File: config.mk
export PLATFORM = sky130hd
export DESIGN_NAME = two_wire_sensor_bus_master_core_flat
export DESIGN_NICKNAME = d
export VERILOG_FILES = /design/src/rtl/tsbm_pkg.sv /design/src/rtl/tsbm_if.sv /design/src/rtl/tsbm_cfg.sv /design/src/rtl/tsbm_seq.sv /design/src/rtl/tsbm_out_reg.sv /design/src/rtl/two_wire_sensor_bus_master_core.sv /design/src/flat_wrapper.sv
export SDC_FILE = /design/constraint.sdc
export NUM_CORES = 1
export LEC_CHECK = 0
export BUFFER_PORTS_ARGS = -buffer_cell sky130_fd_sc_hd__buf_2
export CAP_MARGIN = 20
export CORE_MARGIN = 4
export CORE_UTILIZATION = 55
export CTS_BUF_LIST = sky130_fd_sc_hd__clkbuf_8
export DETAILED_ROUTE_END_ITERATION = 8
export HOLD_SLACK_MARGIN = 0.05
export PLACE_DENSITY = 0.71
export SYNTH_ARGS = -nofsm -noshare
export SYNTH_HDL_FRONTEND = slang
export SYNTH_SLANG_ARGS = --single-unit
File: constraint.sdc
create_clock -name clk -period 3.5 [get_ports clk]
set_clock_uncertainty 0.15 [all_clocks]
set_input_delay 0 -clock clk [delete_from_list [all_inputs] [get_ports clk]]
set_output_delay 0 -clock clk [all_outputs]
set_load 0.03 [all_outputs]
File: src/rtl/tsbm_pkg.sv
// Package: shared types, phase codes and register indices for the sensor bus master.
`timescale 1ns / 1ps

package tsbm_pkg;

  // Operation codes (also the request codes on cmd)
  localparam logic [2:0] OP_IDLE   = 3'd0;
  localparam logic [2:0] OP_RESET  = 3'd1;
  localparam logic [2:0] OP_STATUS = 3'd2;
  localparam logic [2:0] OP_TEMP   = 3'd3;
  localparam logic [2:0] OP_HUMI   = 3'd4;

  // Sequencer phase codes
  localparam logic [4:0] PH_RST_HI = 5'd0;
  localparam logic [4:0] PH_RST_LO = 5'd1;
  localparam logic [4:0] PH_S1     = 5'd2;
  localparam logic [4:0] PH_S2     = 5'd3;
  localparam logic [4:0] PH_S3     = 5'd4;
  localparam logic [4:0] PH_S4     = 5'd5;
  localparam logic [4:0] PH_S5     = 5'd6;
  localparam logic [4:0] PH_W_LO   = 5'd7;
  localparam logic [4:0] PH_W_DAT  = 5'd8;
  localparam logic [4:0] PH_W_HI   = 5'd9;
  localparam logic [4:0] PH_W_T0   = 5'd10;
  localparam logic [4:0] PH_W_T1   = 5'd11;
  localparam logic [4:0] PH_W_T2   = 5'd12;
  localparam logic [4:0] PH_W_T3   = 5'd13;
  localparam logic [4:0] PH_W_T4   = 5'd14;
  localparam logic [4:0] PH_POLL   = 5'd15;
  localparam logic [4:0] PH_R_REL  = 5'd16;
  localparam logic [4:0] PH_R_HI   = 5'd17;
  localparam logic [4:0] PH_R_SMP  = 5'd18;
  localparam logic [4:0] PH_R_LO   = 5'd19;
  localparam logic [4:0] PH_R_ACK  = 5'd20;
  localparam logic [4:0] PH_R_AHI  = 5'd21;
  localparam logic [4:0] PH_R_ALO  = 5'd22;
  localparam logic [4:0] PH_R_END  = 5'd23;

  // Bus sequence lengths
  localparam logic [3:0] RESET_PULSES = 4'd9;
  localparam logic [3:0] BYTE_BITS    = 4'd8;

  // Configuration register indices
  localparam int unsigned CFG_IDX_W = 3;
  localparam logic [CFG_IDX_W-1:0] CFG_STATUS_CMD = 3'd0;
  localparam logic [CFG_IDX_W-1:0] CFG_STATUS_VAL = 3'd1;
  localparam logic [CFG_IDX_W-1:0] CFG_TEMP_CMD   = 3'd2;
  localparam logic [CFG_IDX_W-1:0] CFG_HUMI_CMD   = 3'd3;
  localparam logic [CFG_IDX_W-1:0] CFG_WAIT_LIMIT = 3'd4;
  localparam int unsigned CFG_DATA_W = 24;

  // Register reset values
  localparam logic [7:0]  RST_STATUS_CMD = 8'd6;
  localparam logic [7:0]  RST_STATUS_VAL = 8'd0;
  localparam logic [7:0]  RST_TEMP_CMD   = 8'd3;
  localparam logic [7:0]  RST_HUMI_CMD   = 8'd5;
  localparam logic [23:0] RST_WAIT_LIMIT = 24'd50000;

  typedef struct packed {
    logic [7:0]  status_write_command;
    logic [7:0]  status_value;
    logic [7:0]  temperature_command;
    logic [7:0]  humidity_command;
    logic [23:0] wait_limit;
  } cfg_t;

  typedef struct packed {
    logic        clock_level;
    logic        data_release;
    logic        busy_res;
    logic        done_res;
    logic        timed_out;
    logic [15:0] raw_value;
  } result_t;

endpackage

File: src/rtl/tsbm_if.sv
// Interfaces: tick item channel and result item channel.
`timescale 1ns / 1ps

interface tsbm_in_if;
  logic       valid;
  logic       ready;
  logic [2:0] cmd;
  logic       data_line;

  modport source (output valid, output cmd, output data_line, input ready);
  modport sink   (input valid, input cmd, input data_line, output ready);
endinterface

interface tsbm_out_if;
  logic        valid;
  logic        ready;
  logic        clock_level;
  logic        data_release;
  logic        busy_res;
  logic        done_res;
  logic        timed_out;
  logic [15:0] raw_value;

  modport source (output valid, output clock_level, output data_release, output busy_res,
                  output done_res, output timed_out, output raw_value, input ready);
  modport sink   (input valid, input clock_level, input data_release, input busy_res,
                  input done_res, input timed_out, input raw_value, output ready);
endinterface

File: src/rtl/tsbm_cfg.sv
// Configuration register bank written through the plain write port.
`timescale 1ns / 1ps

module tsbm_cfg
  import tsbm_pkg::*;
(
  input  logic                  clk,
  input  logic                  rst_n,
  input  logic                  wr_en,
  input  logic [CFG_IDX_W-1:0]  wr_index,
  input  logic [CFG_DATA_W-1:0] wr_data,
  output cfg_t                  cfg
);

  cfg_t cfg_r;
  cfg_t cfg_nxt;

  // Index decode; writes beyond the list are dropped
  always_comb begin
    cfg_nxt = cfg_r;
    if (wr_en) begin
      unique case (wr_index)
        CFG_STATUS_CMD: cfg_nxt.status_write_command = wr_data[7:0];
        CFG_STATUS_VAL: cfg_nxt.status_value         = wr_data[7:0];
        CFG_TEMP_CMD:   cfg_nxt.temperature_command  = wr_data[7:0];
        CFG_HUMI_CMD:   cfg_nxt.humidity_command     = wr_data[7:0];
        CFG_WAIT_LIMIT: cfg_nxt.wait_limit           = wr_data[23:0];
        default:        cfg_nxt = cfg_r;
      endcase
    end
  end

  always_ff @(posedge clk) begin
    if (!rst_n) begin
      cfg_r.status_write_command <= RST_STATUS_CMD;
      cfg_r.status_value         <= RST_STATUS_VAL;
      cfg_r.temperature_command  <= RST_TEMP_CMD;
      cfg_r.humidity_command     <= RST_HUMI_CMD;
      cfg_r.wait_limit           <= RST_WAIT_LIMIT;
    end else begin
      cfg_r <= cfg_nxt;
    end
  end

  assign cfg = cfg_r;

endmodule

File: src/rtl/tsbm_seq.sv
// Bus sequencer: pin state, phase machine and next result for each tick item.
`timescale 1ns / 1ps

module tsbm_seq
  import tsbm_pkg::*;
#(
  parameter int unsigned WAIT_COUNT_BITS = 24
) (
  input  logic       clk,
  input  logic       rst_n,
  input  logic       step,
  input  logic [2:0] cmd,
  input  logic       line,
  input  cfg_t       cfg,
  output result_t    res
);

  logic [2:0]                 op_r, op_nxt;
  logic [4:0]                 phase_r, phase_nxt;
  logic [3:0]                 bit_cnt_r, bit_cnt_nxt;
  logic [7:0]                 shift_r, shift_nxt;
  logic [15:0]                word_r, word_nxt;
  logic [1:0]                 byte_idx_r, byte_idx_nxt;
  logic                       clk_r, clk_nxt;
  logic                       dat_r, dat_nxt;
  logic [WAIT_COUNT_BITS-1:0] wait_cnt_r, wait_cnt_nxt;

  logic        fin_done, fin_timeout;
  logic [15:0] fin_raw;
  logic [3:0]  bit_inc;
  logic        wait_expired;

  assign bit_inc      = bit_cnt_r + 4'd1;
  assign wait_expired = (32'(wait_cnt_r) >= 32'(cfg.wait_limit)) || (&wait_cnt_r);

  // Next state for one tick
  always_comb begin
    op_nxt       = op_r;
    phase_nxt    = phase_r;
    bit_cnt_nxt  = bit_cnt_r;
    shift_nxt    = shift_r;
    word_nxt     = word_r;
    byte_idx_nxt = byte_idx_r;
    clk_nxt      = clk_r;
    dat_nxt      = dat_r;
    wait_cnt_nxt = wait_cnt_r;
    fin_done     = 1'b0;
    fin_timeout  = 1'b0;
    fin_raw      = 16'd0;

    if (op_r == OP_IDLE) begin
      // Request tick also does the first pin step
      if (cmd == OP_RESET) begin
        op_nxt      = OP_RESET;
        dat_nxt     = 1'b1;
        bit_cnt_nxt = 4'd0;
        phase_nxt   = PH_RST_HI;
      end else if (cmd == OP_STATUS || cmd == OP_TEMP || cmd == OP_HUMI) begin
        op_nxt    = cmd;
        clk_nxt   = 1'b1;
        phase_nxt = PH_S1;
      end
    end else begin
      unique case (phase_r)
        PH_RST_HI: begin
          clk_nxt   = 1'b1;
          phase_nxt = PH_RST_LO;
        end
        PH_RST_LO: begin
          clk_nxt     = 1'b0;
          bit_cnt_nxt = bit_inc;
          if (bit_inc >= RESET_PULSES) begin
            op_nxt    = OP_IDLE;
            phase_nxt = PH_RST_HI;
            fin_done  = 1'b1;
          end else begin
            phase_nxt = PH_RST_HI;
          end
        end
        PH_S1: begin
          dat_nxt   = 1'b0;
          phase_nxt = PH_S2;
        end
        PH_S2: begin
          clk_nxt   = 1'b0;
          phase_nxt = PH_S3;
        end
        PH_S3: begin
          clk_nxt   = 1'b1;
          phase_nxt = PH_S4;
        end
        PH_S4: begin
          dat_nxt   = 1'b1;
          phase_nxt = PH_S5;
        end
        PH_S5: begin
          clk_nxt      = 1'b0;
          byte_idx_nxt = 2'd0;
          bit_cnt_nxt  = 4'd0;
          phase_nxt    = PH_W_LO;
          if (op_r == OP_STATUS) begin
            shift_nxt = cfg.status_write_command;
          end else if (op_r == OP_TEMP) begin
            shift_nxt = cfg.temperature_command;
          end else begin
            shift_nxt = cfg.humidity_command;
          end
        end
        PH_W_LO: begin
          clk_nxt   = 1'b0;
          phase_nxt = PH_W_DAT;
        end
        PH_W_DAT: begin
          dat_nxt   = shift_r[7];
          phase_nxt = PH_W_HI;
        end
        PH_W_HI: begin
          clk_nxt     = 1'b1;
          shift_nxt   = {shift_r[6:0], 1'b0};
          bit_cnt_nxt = bit_inc;
          phase_nxt   = (bit_inc >= BYTE_BITS) ? PH_W_T0 : PH_W_LO;
        end
        PH_W_T0: begin
          clk_nxt   = 1'b0;
          phase_nxt = PH_W_T1;
        end
        PH_W_T1: begin
          dat_nxt   = 1'b1;
          phase_nxt = PH_W_T2;
        end
        PH_W_T2: begin
          clk_nxt   = 1'b1;
          phase_nxt = PH_W_T3;
        end
        PH_W_T3: begin
          clk_nxt   = 1'b0;
          phase_nxt = PH_W_T4;
        end
        PH_W_T4: begin
          // Write acknowledge is clocked but not checked
          dat_nxt = 1'b1;
          if (op_r == OP_STATUS) begin
            if (byte_idx_r == 2'd0) begin
              byte_idx_nxt = 2'd1;
              shift_nxt    = cfg.status_value;
              bit_cnt_nxt  = 4'd0;
              phase_nxt    = PH_W_LO;
            end else begin
              op_nxt    = OP_IDLE;
              phase_nxt = PH_RST_HI;
              fin_done  = 1'b1;
            end
          end else begin
            wait_cnt_nxt = '0;
            phase_nxt    = PH_POLL;
          end
        end
        PH_POLL: begin
          // Sensor pulls data low when the conversion is ready
          if (!line) begin
            byte_idx_nxt = 2'd0;
            bit_cnt_nxt  = 4'd0;
            phase_nxt    = PH_R_REL;
          end else if (wait_expired) begin
            word_nxt    = 16'd0;
            op_nxt      = OP_IDLE;
            phase_nxt   = PH_RST_HI;
            fin_done    = 1'b1;
            fin_timeout = 1'b1;
          end else begin
            wait_cnt_nxt = wait_cnt_r + 1'b1;
          end
        end
        PH_R_REL: begin
          dat_nxt     = 1'b1;
          shift_nxt   = 8'd0;
          bit_cnt_nxt = 4'd0;
          phase_nxt   = PH_R_HI;
        end
        PH_R_HI: begin
          clk_nxt   = 1'b1;
          phase_nxt = PH_R_SMP;
        end
        PH_R_SMP: begin
          shift_nxt   = {shift_r[6:0], line};
          bit_cnt_nxt = bit_inc;
          phase_nxt   = PH_R_LO;
        end
        PH_R_LO: begin
          clk_nxt   = 1'b0;
          phase_nxt = (bit_cnt_r >= BYTE_BITS) ? PH_R_ACK : PH_R_HI;
        end
        PH_R_ACK: begin
          // Acknowledge data bytes, leave the CRC byte unacknowledged
          dat_nxt   = (byte_idx_r < 2'd2) ? 1'b0 : 1'b1;
          phase_nxt = PH_R_AHI;
        end
        PH_R_AHI: begin
          clk_nxt   = 1'b1;
          phase_nxt = PH_R_ALO;
        end
        PH_R_ALO: begin
          clk_nxt   = 1'b0;
          phase_nxt = PH_R_END;
        end
        PH_R_END: begin
          dat_nxt = 1'b1;
          if (byte_idx_r == 2'd0) begin
            word_nxt     = {shift_r, 8'd0};
            byte_idx_nxt = 2'd1;
            phase_nxt    = PH_R_REL;
          end else if (byte_idx_r == 2'd1) begin
            word_nxt     = {word_r[15:8], shift_r};
            byte_idx_nxt = 2'd2;
            phase_nxt    = PH_R_REL;
          end else begin
            op_nxt    = OP_IDLE;
            phase_nxt = PH_RST_HI;
            fin_done  = 1'b1;
            fin_raw   = word_r;
          end
        end
        default: begin
          op_nxt    = OP_IDLE;
          phase_nxt = PH_RST_HI;
        end
      endcase
    end
  end

  // State advances once per accepted item
  always_ff @(posedge clk) begin
    if (!rst_n) begin
      op_r       <= OP_IDLE;
      phase_r    <= PH_RST_HI;
      bit_cnt_r  <= 4'd0;
      shift_r    <= 8'd0;
      word_r     <= 16'd0;
      byte_idx_r <= 2'd0;
      clk_r      <= 1'b0;
      dat_r      <= 1'b1;
      wait_cnt_r <= '0;
    end else if (step) begin
      op_r       <= op_nxt;
      phase_r    <= phase_nxt;
      bit_cnt_r  <= bit_cnt_nxt;
      shift_r    <= shift_nxt;
      word_r     <= word_nxt;
      byte_idx_r <= byte_idx_nxt;
      clk_r      <= clk_nxt;
      dat_r      <= dat_nxt;
      wait_cnt_r <= wait_cnt_nxt;
    end
  end

  always_comb begin
    res.clock_level  = clk_nxt;
    res.data_release = dat_nxt;
    res.busy_res     = (op_nxt != OP_IDLE);
    res.done_res     = fin_done;
    res.timed_out    = fin_timeout;
    res.raw_value    = fin_raw;
  end

endmodule

File: src/rtl/tsbm_out_reg.sv
// Result register: holds one result item, refills while the sink takes the old one.
`timescale 1ns / 1ps

module tsbm_out_reg
  import tsbm_pkg::*;
(
  input  logic      clk,
  input  logic      rst_n,
  input  logic      load,
  input  result_t   res,
  output logic      can_load,
  tsbm_out_if.source out_ch
);

  logic    valid_r;
  result_t res_r;

  assign can_load = !valid_r || out_ch.ready;

  // Valid flag
  always_ff @(posedge clk) begin
    if (!rst_n) begin
      valid_r <= 1'b0;
    end else if (load) begin
      valid_r <= 1'b1;
    end else if (out_ch.ready) begin
      valid_r <= 1'b0;
    end
  end

  // Payload, no reset
  always_ff @(posedge clk) begin
    if (load) begin
      res_r <= res;
    end
  end

  assign out_ch.valid        = valid_r;
  assign out_ch.clock_level  = res_r.clock_level;
  assign out_ch.data_release = res_r.data_release;
  assign out_ch.busy_res     = res_r.busy_res;
  assign out_ch.done_res     = res_r.done_res;
  assign out_ch.timed_out    = res_r.timed_out;
  assign out_ch.raw_value    = res_r.raw_value;

endmodule

File: src/rtl/two_wire_sensor_bus_master_core.sv
// Top level of the two-wire sensor bus master.
//
// Usage: every item on in_ch is one half-bit tick from a prescaler, carrying the
// sampled data line and a request code (reset, status write, temperature or
// humidity measurement); the request is taken only when no operation runs.
// Every accepted item yields exactly one result item on out_ch: the clock level
// and data release to drive on the pins, busy, a one-item done pulse, the
// timeout flag and the raw 16-bit measurement on the finishing item.
// Configuration (command bytes, status byte, poll limit) is written through
// cfg_wr_en / cfg_index / cfg_data while the block is idle.
// The result is registered: it appears on out_ch in the cycle after its item is accepted.
// Throughput: one item per cycle while out_ch does not stall; the sequencer state
// updates on each accepted item and the result register takes a new result in the
// same cycle the sink takes the old one.
// Reset (rst_n low, synchronous): sequencer idle, clock low, data released,
// configuration at its defaults, result register empty.
// When out_ch stalls, the held result stays and in_ch.ready drops until it is
// taken.
`timescale 1ns / 1ps

module two_wire_sensor_bus_master_core
  import tsbm_pkg::*;
#(
  parameter int unsigned WAIT_COUNT_BITS = 24
) (
  input  logic                  clk,
  input  logic                  rst_n,
  tsbm_in_if.sink               in_ch,
  tsbm_out_if.source            out_ch,
  input  logic                  cfg_wr_en,
  input  logic [CFG_IDX_W-1:0]  cfg_index,
  input  logic [CFG_DATA_W-1:0] cfg_data
);

  cfg_t    cfg;
  result_t res;
  logic    can_load;
  logic    accept;

  assign in_ch.ready = can_load;
  assign accept      = in_ch.valid && can_load;

  tsbm_cfg u_cfg (
    .clk      (clk),
    .rst_n    (rst_n),
    .wr_en    (cfg_wr_en),
    .wr_index (cfg_index),
    .wr_data  (cfg_data),
    .cfg      (cfg)
  );

  tsbm_seq #(
    .WAIT_COUNT_BITS (WAIT_COUNT_BITS)
  ) u_seq (
    .clk   (clk),
    .rst_n (rst_n),
    .step  (accept),
    .cmd   (in_ch.cmd),
    .line  (in_ch.data_line),
    .cfg   (cfg),
    .res   (res)
  );

  tsbm_out_reg u_out (
    .clk      (clk),
    .rst_n    (rst_n),
    .load     (accept),
    .res      (res),
    .can_load (can_load),
    .out_ch   (out_ch)
  );

endmodule

File: src/flat_wrapper.sv
// flat-port wrapper written by rule: the top's interface ports become plain ports
module two_wire_sensor_bus_master_core_flat import tsbm_pkg::*;
#(
  parameter int unsigned WAIT_COUNT_BITS = 24
)
  (clk, rst_n, cfg_wr_en, cfg_index, cfg_data, in_ch_valid, in_ch_cmd, in_ch_data_line, in_ch_ready, out_ch_valid, out_ch_clock_level, out_ch_data_release, out_ch_busy_res, out_ch_done_res, out_ch_timed_out, out_ch_raw_value, out_ch_ready);
  tsbm_in_if in_ch_i ();
  tsbm_out_if out_ch_i ();
  input  logic clk;
  input  logic rst_n;
  input  logic cfg_wr_en;
  input  logic [CFG_IDX_W-1:0] cfg_index;
  input  logic [CFG_DATA_W-1:0] cfg_data;
  input wire logic [$bits(in_ch_i.valid)-1:0] in_ch_valid;
  input wire logic [$bits(in_ch_i.cmd)-1:0] in_ch_cmd;
  input wire logic [$bits(in_ch_i.data_line)-1:0] in_ch_data_line;
  output wire logic [$bits(in_ch_i.ready)-1:0] in_ch_ready;
  output wire logic [$bits(out_ch_i.valid)-1:0] out_ch_valid;
  output wire logic [$bits(out_ch_i.clock_level)-1:0] out_ch_clock_level;
  output wire logic [$bits(out_ch_i.data_release)-1:0] out_ch_data_release;
  output wire logic [$bits(out_ch_i.busy_res)-1:0] out_ch_busy_res;
  output wire logic [$bits(out_ch_i.done_res)-1:0] out_ch_done_res;
  output wire logic [$bits(out_ch_i.timed_out)-1:0] out_ch_timed_out;
  output wire logic [$bits(out_ch_i.raw_value)-1:0] out_ch_raw_value;
  input wire logic [$bits(out_ch_i.ready)-1:0] out_ch_ready;
  assign in_ch_i.valid = in_ch_valid;
  assign in_ch_i.cmd = in_ch_cmd;
  assign in_ch_i.data_line = in_ch_data_line;
  assign in_ch_ready = in_ch_i.ready;
  assign out_ch_valid = out_ch_i.valid;
  assign out_ch_clock_level = out_ch_i.clock_level;
  assign out_ch_data_release = out_ch_i.data_release;
  assign out_ch_busy_res = out_ch_i.busy_res;
  assign out_ch_done_res = out_ch_i.done_res;
  assign out_ch_timed_out = out_ch_i.timed_out;
  assign out_ch_raw_value = out_ch_i.raw_value;
  assign out_ch_i.ready = out_ch_ready;
  two_wire_sensor_bus_master_core #(.WAIT_COUNT_BITS(WAIT_COUNT_BITS)) u_core (.clk(clk), .rst_n(rst_n), .in_ch(in_ch_i), .out_ch(out_ch_i), .cfg_wr_en(cfg_wr_en), .cfg_index(cfg_index), .cfg_data(cfg_data));
endmodule
==> results of run 1 <==
[worst max path at each step]
stage / slack [ns] / cells after the start / start / endpoint
after floorplan: 0.58 / 9 / u_core.u_out.out_ch.valid / u_core.u_seq.wait_cnt_r[10]
after global placement: 0.60 / 9 / u_core.u_cfg.cfg[15] / u_core.u_seq.op_r[0]
after detailed placement: 0.43 / 10 / u_core.u_seq.wait_cnt_r[0] / u_core.u_seq.wait_cnt_r[23]
after CTS: 0.41 / 10 / u_core.u_seq.wait_cnt_r[0] / u_core.u_seq.wait_cnt_r[23]
after global routing: 0.18 / 10 / u_core.u_seq.wait_cnt_r[0] / u_core.u_seq.wait_cnt_r[23]
final: 0.39 / 10 / u_core.u_seq.wait_cnt_r[0] / u_core.u_seq.wait_cnt_r[23]
[metal layers]
| layer | track usage | wire [µm] | part of all wire | vias to the layer above |
|---|---|---|---|---|
| met2 | 0.451 | 9440 | 0.49 | 240 |
| met4 | 0.101 | 483 | 0.025 | 0 |
| li1 | - | - | - | 3358 |
| met3 | 0.0572 | 1130 | 0.059 | 48 |
| met5 | 0 | 0 | 0 | - |
| met1 | 0.316 | 8200 | 0.43 | 3248 |
[registers in the layout, indices dropped and copies added (netlist names), 3 cells and up]
signal,count
u_core.u_cfg.cfg,56
u_core.u_seq.wait_cnt_r,24
u_core.u_out.out_ch.raw_value,16
u_core.u_seq.word_r,16
u_core.u_seq.shift_r,8
u_core.u_seq.phase_r,5
u_core.u_seq.bit_cnt_r,4
u_core.u_seq.op_r,3
[kinds of logic after synthesis]
group,count (synthesis),share of synthesized area
compound gates,228,0.197
flops,142,0.416
simple gates,380,0.249
fa+ha+maj,28,0.0477
buf+inv,79,0.0431
mux,31,0.0424
xor+xnor,4,0.00477
[what timing repair did]
| item | CTS | global route |
|---|---|---|
| hold buffers | 40 | 0 |
| endpoints found under the setup margin | 0 | 0 |
| hold endpoints to repair | 78 | 0 |
[synthesized netlist by cell type (all sizes together), types with 3 or more instances]
library cell	number
nand2	177
xnor2	3
clkbuf	35
o21a	6
nand4	17
o31ai	8
mux2i	30
nor3	10
o21ai	50
o22ai	5
o211ai	10
a22o	9
inv	32
buf	11
edfxtp	21
and2	25
o31a	3
and3	10
or2	3
o32a	3
or4	10
ha	28
a21oi	86
nand3	28
a211oi	4
nand2b	14
a22oi	8
a21boi	19
nor2	43
and4	8
nor2b	10
dfxtp	121
or3	17
[area by class of cell]
class                   instances  area (µm²)
repair buffers                119         848
inverters                      33         124
multi-input cells             671        3980
well taps                     172         215
clock buffers                  17         234
flip-flops and latches        142        3050
fillers                      1096        4230
clock inverters                15         145
[critical path: stages, from the launching register on]
cell and delay (ns):
dfxtp_1 0.42, inv_1 0.07, ha_1 0.28, nand2b_1 0.14, a2111oi_1 0.47, o32a_2 0.25
a21oi_4 0.07, o31a_1 0.25, buf_4 0.25, or4_1 0.53, a21oi_1 0.14
[power breakdown]
part | total [mW] | internal [mW] | leakage (nW) | switching (mW)
logic | 0.381 | 0.146 | 1.82 | 0.235
registers | 1.72 | 1.69 | 1.18 | 0.0258
clock network | 1.28 | 0.630 | 0.199 | 0.650
==> results.toml, run 1 <==
[synthesis]
yosys.cell_types.count = 66
syn_inst = 892
synth_ff_type = "dfxtp_1"
ys_ff_latch = 142
yosysTopAreaCell = "dfxtp_1"
synth_top_area_share = 0.330
synth_seq_area_share = 0.416
synthTopCellsByArea = "dfxtp_1, nand2_1, edfxtp_1"
synthesis.nets = 956
synthesis.area_um2 = 7350
synth_edf_count = 21
synthArstFlopShare = 0
syn_avg_cell_area_um2 = 8.24
yosys_warnings = 0

[critical_path]
path_max_fanout = 47
crit_path_start_kind = "flip-flop"
r2r_cells = 10
cp.arrival_ns = 3.34
r2r_slack_ns = 0.39
end_kind = "flip-flop"
regToRegEndpoint = "u_core.u_seq.wait_cnt_r[23]"
worstPathRequired_ns = 3.74
rr_startpoint = "u_core.u_seq.wait_cnt_r[0]"
path_class = "flip-flop to flip-flop"

[clocking]
h-tree-depth = 4
clock_sinks = 142
ctsLongestPathBuffers = 2
cts_buffers = 17
cts_root_buf = "clkbuf_8"
cts_resized = 0
cts_tree = "built"
clk_pin_slew_ns = 0.08
clk_latency_ns = 0.46
postCtsSetupBuffers = 0

[detailed_routing]
drcViolationCount = 0
wl_per_cell_um = 16.5
route.vias.total = 6894
routed_via_density = 5.90
dr.first_iter.drc_count = 638
drt-total-wl_um = 19300
first_pass_iters = 5
ant_nets = 0

[placement]
gp_congestion = 0.948
place_area_um2 = 7820
portBuffers = 58
post-place-ws_ns = 0.426
dp_hpwl_um = 13300
dp.cells = 1097

[finish]
area_growth_pct = 17.0
fin_util = 0.670
layout.nets = 1048
drive_above_1_share = 0.121
layout_commonest_cell = "nand2_1"
finalInstanceArea_um2 = 8600
fin_cells = 1169
n_antenna_cell = 0
layout_common_cells = "nand2_1, dfxtp_1, a21oi_1, buf_2, o21ai_0"

[sta]
slew_violations = 0
period_share = 0.887
slew_headroom = 0.340
rsz0062_at_grt = "false"
worst_hold_slack_ns = 0.121
setup_slack_ns = 0.394
worstMarginPinSlew_ns = 0.989
tns_ns = 0
setup_violations = 0
hold_violations = 0
fmax_ghz = 0.322
min_period_ns = 3.11

[floorplanning]
core.rowCount = 41
ios = 59
die_area_um2 = 15300
start_util = 0.573
die_x_um = 124
fp.dieH_um = 124
core-area_um2 = 12800

[power_and_ir_drop]
ir_drop_v = 0.000257
pwr_density_cell_nw_per_um2 = 393
power_mw = 3.38
leakagePower_nw = 3.21

[grt]
antenna_found_initial = 0
grt_pass1_wl_um = 31500
gr-total-overflow = 0
grt_start_max_net_pins = 48
grt_use_total = 0.260
first_global_vias = 6636

[worst_hold_path]
whs_path_depth = 6
hold_path_class = "input port to flip-flop"
min_to = "u_core.u_cfg.cfg[45]"
worstHoldStart = "cfg_wr_en"

[flow_run]
maxCapViolCount = 0

[status]
status = "complete, no violations"
No activity file was read; power rests on OpenSTA's default activity.
==> run 2: changes to the inputs <==
- CORE_ASPECT_RATIO: unset -> 0.75
==> run 2 against run 1 <==
Register-to-register slack worse by 0.23 ns. First-iteration DRC count up 12%. Setup slack worse by 0.23 ns. Die area up 0.13%. Sequential power about the same. Non-clock buffer count up 5. Flip-flop and latch count unchanged. Utilization down 0.70 points. Combinational power about the same. Routed wire length up 1.8%. Clock-buffer cell count unchanged.
==> results.toml, run 2 (synthesis results as in run 1) <==
[status]
status = "complete, no violations"

[critical_path]
worstPathRequired_ns = 3.70
path_class = "flip-flop to flip-flop"
end_kind = "flip-flop"
crit_path_start_kind = "flip-flop"
r2r_slack_ns = 0.16
path_max_fanout = 5
cp.arrival_ns = 3.54

[power_and_ir_drop]
ir_drop_v = 0.000290
seqPwrFrac = 0.518
leakagePower_nw = 3.21
internal_power_mw = 2.40
p_sw_uw = 917
clkPwrFrac = 0.367
pwr_density_cell_nw_per_um2 = 384
p_sw_frac = 0.277
power_mw = 3.31
combinationalPowerShare = 0.115

[sta]
min_period_ns = 3.34
period_share = 0.953
setup_violations = 0
worst_hold_slack_ns = 0.102
rsz0062_at_grt = "false"
fmax_ghz = 0.300
tns_ns = 0
worstMarginPinSlew_ns = 1.03
hold_violations = 0
slew_violations = 0
slew_headroom = 0.312

[floorplanning]
core-area_um2 = 13000
ios = 59
start_util = 0.564
die_x_um = 141
core.rowCount = 36
die_area_um2 = 15300
fp.dieH_um = 108

[grt]
grt_use_total = 0.261
grt_pass1_wl_um = 32100
antenna_found_initial = 0
first_global_vias = 6578
grt_start_max_net_pins = 48
gr-total-overflow = 0

[finish]
area_growth_pct = 17.5
n_antenna_cell = 0
largest_reg_flops = 56
fin_util = 0.663
drive_above_1_share = 0.121
layout_commonest_cell = "nand2_1"
layout.nets = 1053
layout_common_cells = "nand2_1, dfxtp_1, a21oi_1, buf_2, dlygate4sd3_1"

[clocking]
clock_sinks = 142
clk_pin_slew_ns = 0.08
h-tree-depth = 4
cts_buffers = 17
clk_latency_ns = 0.47
cts_tree = "built"
cts_root_buf = "clkbuf_8"
ctsLongestPathBuffers = 2

[detailed_routing]
route.vias.total = 6909
drt-total-wl_um = 19600
routed_via_density = 5.89
wl_met3_um = 1550
wl_per_cell_um = 16.7
wirelength_met1_um = 9140
top_layer = "met4"
first_pass_iters = 5
drcViolationCount = 0
ant_nets = 0
met2RoutedLength_um = 8630
dr.first_iter.drc_count = 713

[placement]
gp_congestion = 0.941
dp_hpwl_um = 13400
portBuffers = 58

[worst_hold_path]
hold_path_class = "input port to flip-flop"

[flow_run]
maxCapViolCount = 0
-- run 2: power groups by stage --
stage / logic, mW / clock network [mW] / registers, mW
2_1_floorplan: 0.200 / 0 / 1.78
4_1_cts: 0.376 / 1.23 / 1.72
3_5_place_dp: 0.339 / 0 / 1.75
3_3_place_gp: 0.331 / 0 / 1.75
6_report: 0.382 / 1.21 / 1.72
5_1_grt: 0.418 / 1.30 / 1.72
-- run 2: per-stage QoR --
stage	cells	worst slack (ns)	cell area, µm²
after floorplan	892	0.583	7350
after global placement	1093	0.605	7790
after detailed placement	1093	0.513	7790
after CTS	1172	0.0373	8620
after global routing	1173	0.00934	8630
final	1173	0.165	8630
-- run 2: metal layers --
metal / vias up / track usage
met5: - / 0
met4: 0 / 0.0658
met3: 28 / 0.0672
met2: 286 / 0.401
met1: 3229 / 0.368
li1: 3366 / -
-- run 2: area by class of cell --
class                      instances  area [µm²]
multi-input combinational        671        3980
clock inverter                    15         124
inverter                          33         124
clock buffer                      17         234
fill                            1065        4380
timing repair buffer             124         903
sequential                       142        3050
tap                              171         214
-- run 2: worst max-delay path, stage by stage, from the launching register on --
cell and delay, ns:
dfxtp_1 0.36, ha_1 0.33, nand4_1 0.13, or4_1 0.53, o32a_2 0.36, a21oi_4 0.22, o21ai_1 0.15, a211oi_2 0.31
o22ai_1 0.12, dlygate4sd3_1 0.56
-- run 2: repair_timing --
item                                    4_1_cts  5_1_grt
hold endpoints to repair                     79        0
gates resized for setup                       0        2
endpoints found under the setup margin        0        1
hold buffers                                 47        0
buffers inserted                              0        0
-- run 2: path summary, 6_finish.rpt --
kind	start	end	depth (start not counted)
setup / recovery	u_core.u_seq.wait_cnt_r[15]	u_core.u_seq.op_r[0]	9
setup reg to reg	u_core.u_seq.wait_cnt_r[15]	u_core.u_seq.op_r[0]	9
hold reg to reg	u_core.u_cfg.cfg[3]	u_core.u_cfg.cfg[3]	2
hold / removal	out_ch_ready	u_core.u_seq.clk_r	5
==> run 3: changes to the inputs <==
--- a/config.mk
+++ b/config.mk
@@ -9,5 +9,5 @@
 export CAP_MARGIN = 20
 export CORE_ASPECT_RATIO = 0.75
-export CORE_MARGIN = 4
+export CORE_MARGIN = 2
 export CORE_UTILIZATION = 55
 export CTS_BUF_LIST = sky130_fd_sc_hd__clkbuf_8
==> constraint.sdc (replaced) <==
create_clock -name clk -period 3.5 [get_ports clk]
set_clock_uncertainty 0.15 [all_clocks]
set_input_delay 0.525 -clock clk [delete_from_list [all_inputs] [get_ports clk]]
set_output_delay 0.525 -clock clk [all_outputs]
set_load 0.03 [all_outputs]
==> run 3 against run 2 <==
Clock power is 14% higher. Non-clock buffer count fell by 45. Flip-flop and latch count did not move. Combinational power is 10% lower. Routed wire length decreased by 3.3%. Sequential power about the same. Worst hold slack better by 0.031 ns. Sequential share of layout area rose by 1.7 points. First-iteration DRC count fell by 7.4%. Cell count down 3.8%. Final area shrank 4.7%. Die area is 6.4% lower. Largest cell class unchanged.
==> results.toml, run 3 (synthesis results as in run 1) <==
[status]
status = "complete, no violations"

[clocking]
cts_root_buf = "clkbuf_8"
clk_pin_slew_ns = 0.09
ctsLongestPathBuffers = 2
cts_resized = 0
ctsHoldBuffers = 0
clk_latency_ns = 0.47
postCtsSetupBuffers = 0
cts_buffers = 17
clock_sinks = 142
cts_tree = "built"
h-tree-depth = 4

[detailed_routing]
wl_per_cell_um = 16.8
drcViolationCount = 0
ant_nets = 0
route.vias.total = 6833
dr.first_iter.drc_count = 660
first_pass_iters = 5
drt-total-wl_um = 18900
routed_via_density = 6.06

[critical_path]
worstPathRequired_ns = 3.74
end_kind = "flip-flop"
cp.arrival_ns = 3.28
path_max_fanout = 47
crit_path_start_kind = "flip-flop"
path_class = "flip-flop to flip-flop"

[sta]
slew_violations = 0
rsz0062_at_grt = "false"
min_period_ns = 3.04
slew_headroom = 0.407
fmax_ghz = 0.329
worstMarginPinSlew_ns = 0.889
setup_violations = 0
tns_ns = 0
hold_violations = 0
period_share = 0.867

[floorplanning]
die_x_um = 137
ios = 59
core.rowCount = 36
fp.dieH_um = 104
core-area_um2 = 13000
start_util = 0.564
die_area_um2 = 14300

[worst_hold_path]
hold_path_class = "input port to flip-flop"

[finish]
layout.nets = 1008
drive_above_1_share = 0.129
n_antenna_cell = 0
layout_common_cells = "nand2_1, dfxtp_1, a21oi_1, buf_2, o21ai_0"
area_growth_pct = 12.0
layout_commonest_cell = "nand2_1"
largest_reg_flops = 56

[grt]
grt_use_total = 0.276
gr-total-overflow = 0
antenna_found_initial = 0
first_global_vias = 6284
grt_start_max_net_pins = 48
grt_pass1_wl_um = 31200

[power_and_ir_drop]
ir_drop_v = 0.000327
leakagePower_nw = 3.06
pwr_density_cell_nw_per_um2 = 419
power_mw = 3.44

[flow_run]
maxCapViolCount = 0

[placement]
portBuffers = 58
dp_hpwl_um = 13500
gp_congestion = 0.944
## run 3: per-layer routing
metal	wire (µm)	vias up	global-route usage
met5	0	-	0
met4	299	0	0.0795
met3	1420	30	0.0658
met2	8290	250	0.401
met1	8940	3277	0.405
li1	-	3276	-
## run 3: final timing paths
| check | from | end | slack, ns | cells past startpoint |
|---|---|---|---|---|
| max | u_core.u_cfg.cfg[19] | u_core.u_seq.wait_cnt_r[23] | 0.46 | 10 |
| min reg2reg | u_core.u_seq.word_r[7] | u_core.u_seq.word_r[7] | 0.31 | 2 |
| min | cfg_data[19] | u_core.u_cfg.cfg[19] | 0.13 | 3 |
| max reg2reg | u_core.u_cfg.cfg[19] | u_core.u_seq.wait_cnt_r[23] | 0.46 | 10 |
## run 3: through the flow
| stage | hold WS (ns) | setup slack, ns | cell area, µm² | instances | util |
|---|---|---|---|---|---|
| finish | 0.133 | 0.464 | 8230 | 1128 | 0.632 |
| global route | 0.138 | 0.273 | 8230 | 1128 | 0.632 |
| CTS | 0.122 | 0.508 | 8220 | 1127 | 0.631 |
| detailed placement | 0.300 | 0.548 | 7810 | 1095 | 0.600 |
| global placement | 0.290 | 0.637 | 7810 | 1095 | 0.600 |
| floorplan | 0.280 | 0.466 | 7350 | 892 | - |
## run 3: area by class of cell
cell class	count	area (µm²)
Clock buffer	18	248
Sequential cell	142	3050
Clock inverter	14	164
Timing Repair Buffer	79	448
Multi-Input combinational cell	671	3980
Tap cell	171	214
Fill cell	1156	4790
Inverter	33	124
## run 3: power by group
group,switching (mW),internal (mW)
registers,0.0280,1.69
clock network,0.658,0.723
logic,0.226,0.117
## run 3: worst max-delay path: stages (launching register included)
cell and delay [ns]:
dfxtp_1 0.38, inv_1 0.07, ha_1 0.29, a21oi_1 0.18, o21ai_0 0.13, a221oi_1 0.31, nand2_1 0.21, o31a_1 0.32
buf_4 0.25, or4_1 0.53, a21oi_1 0.15
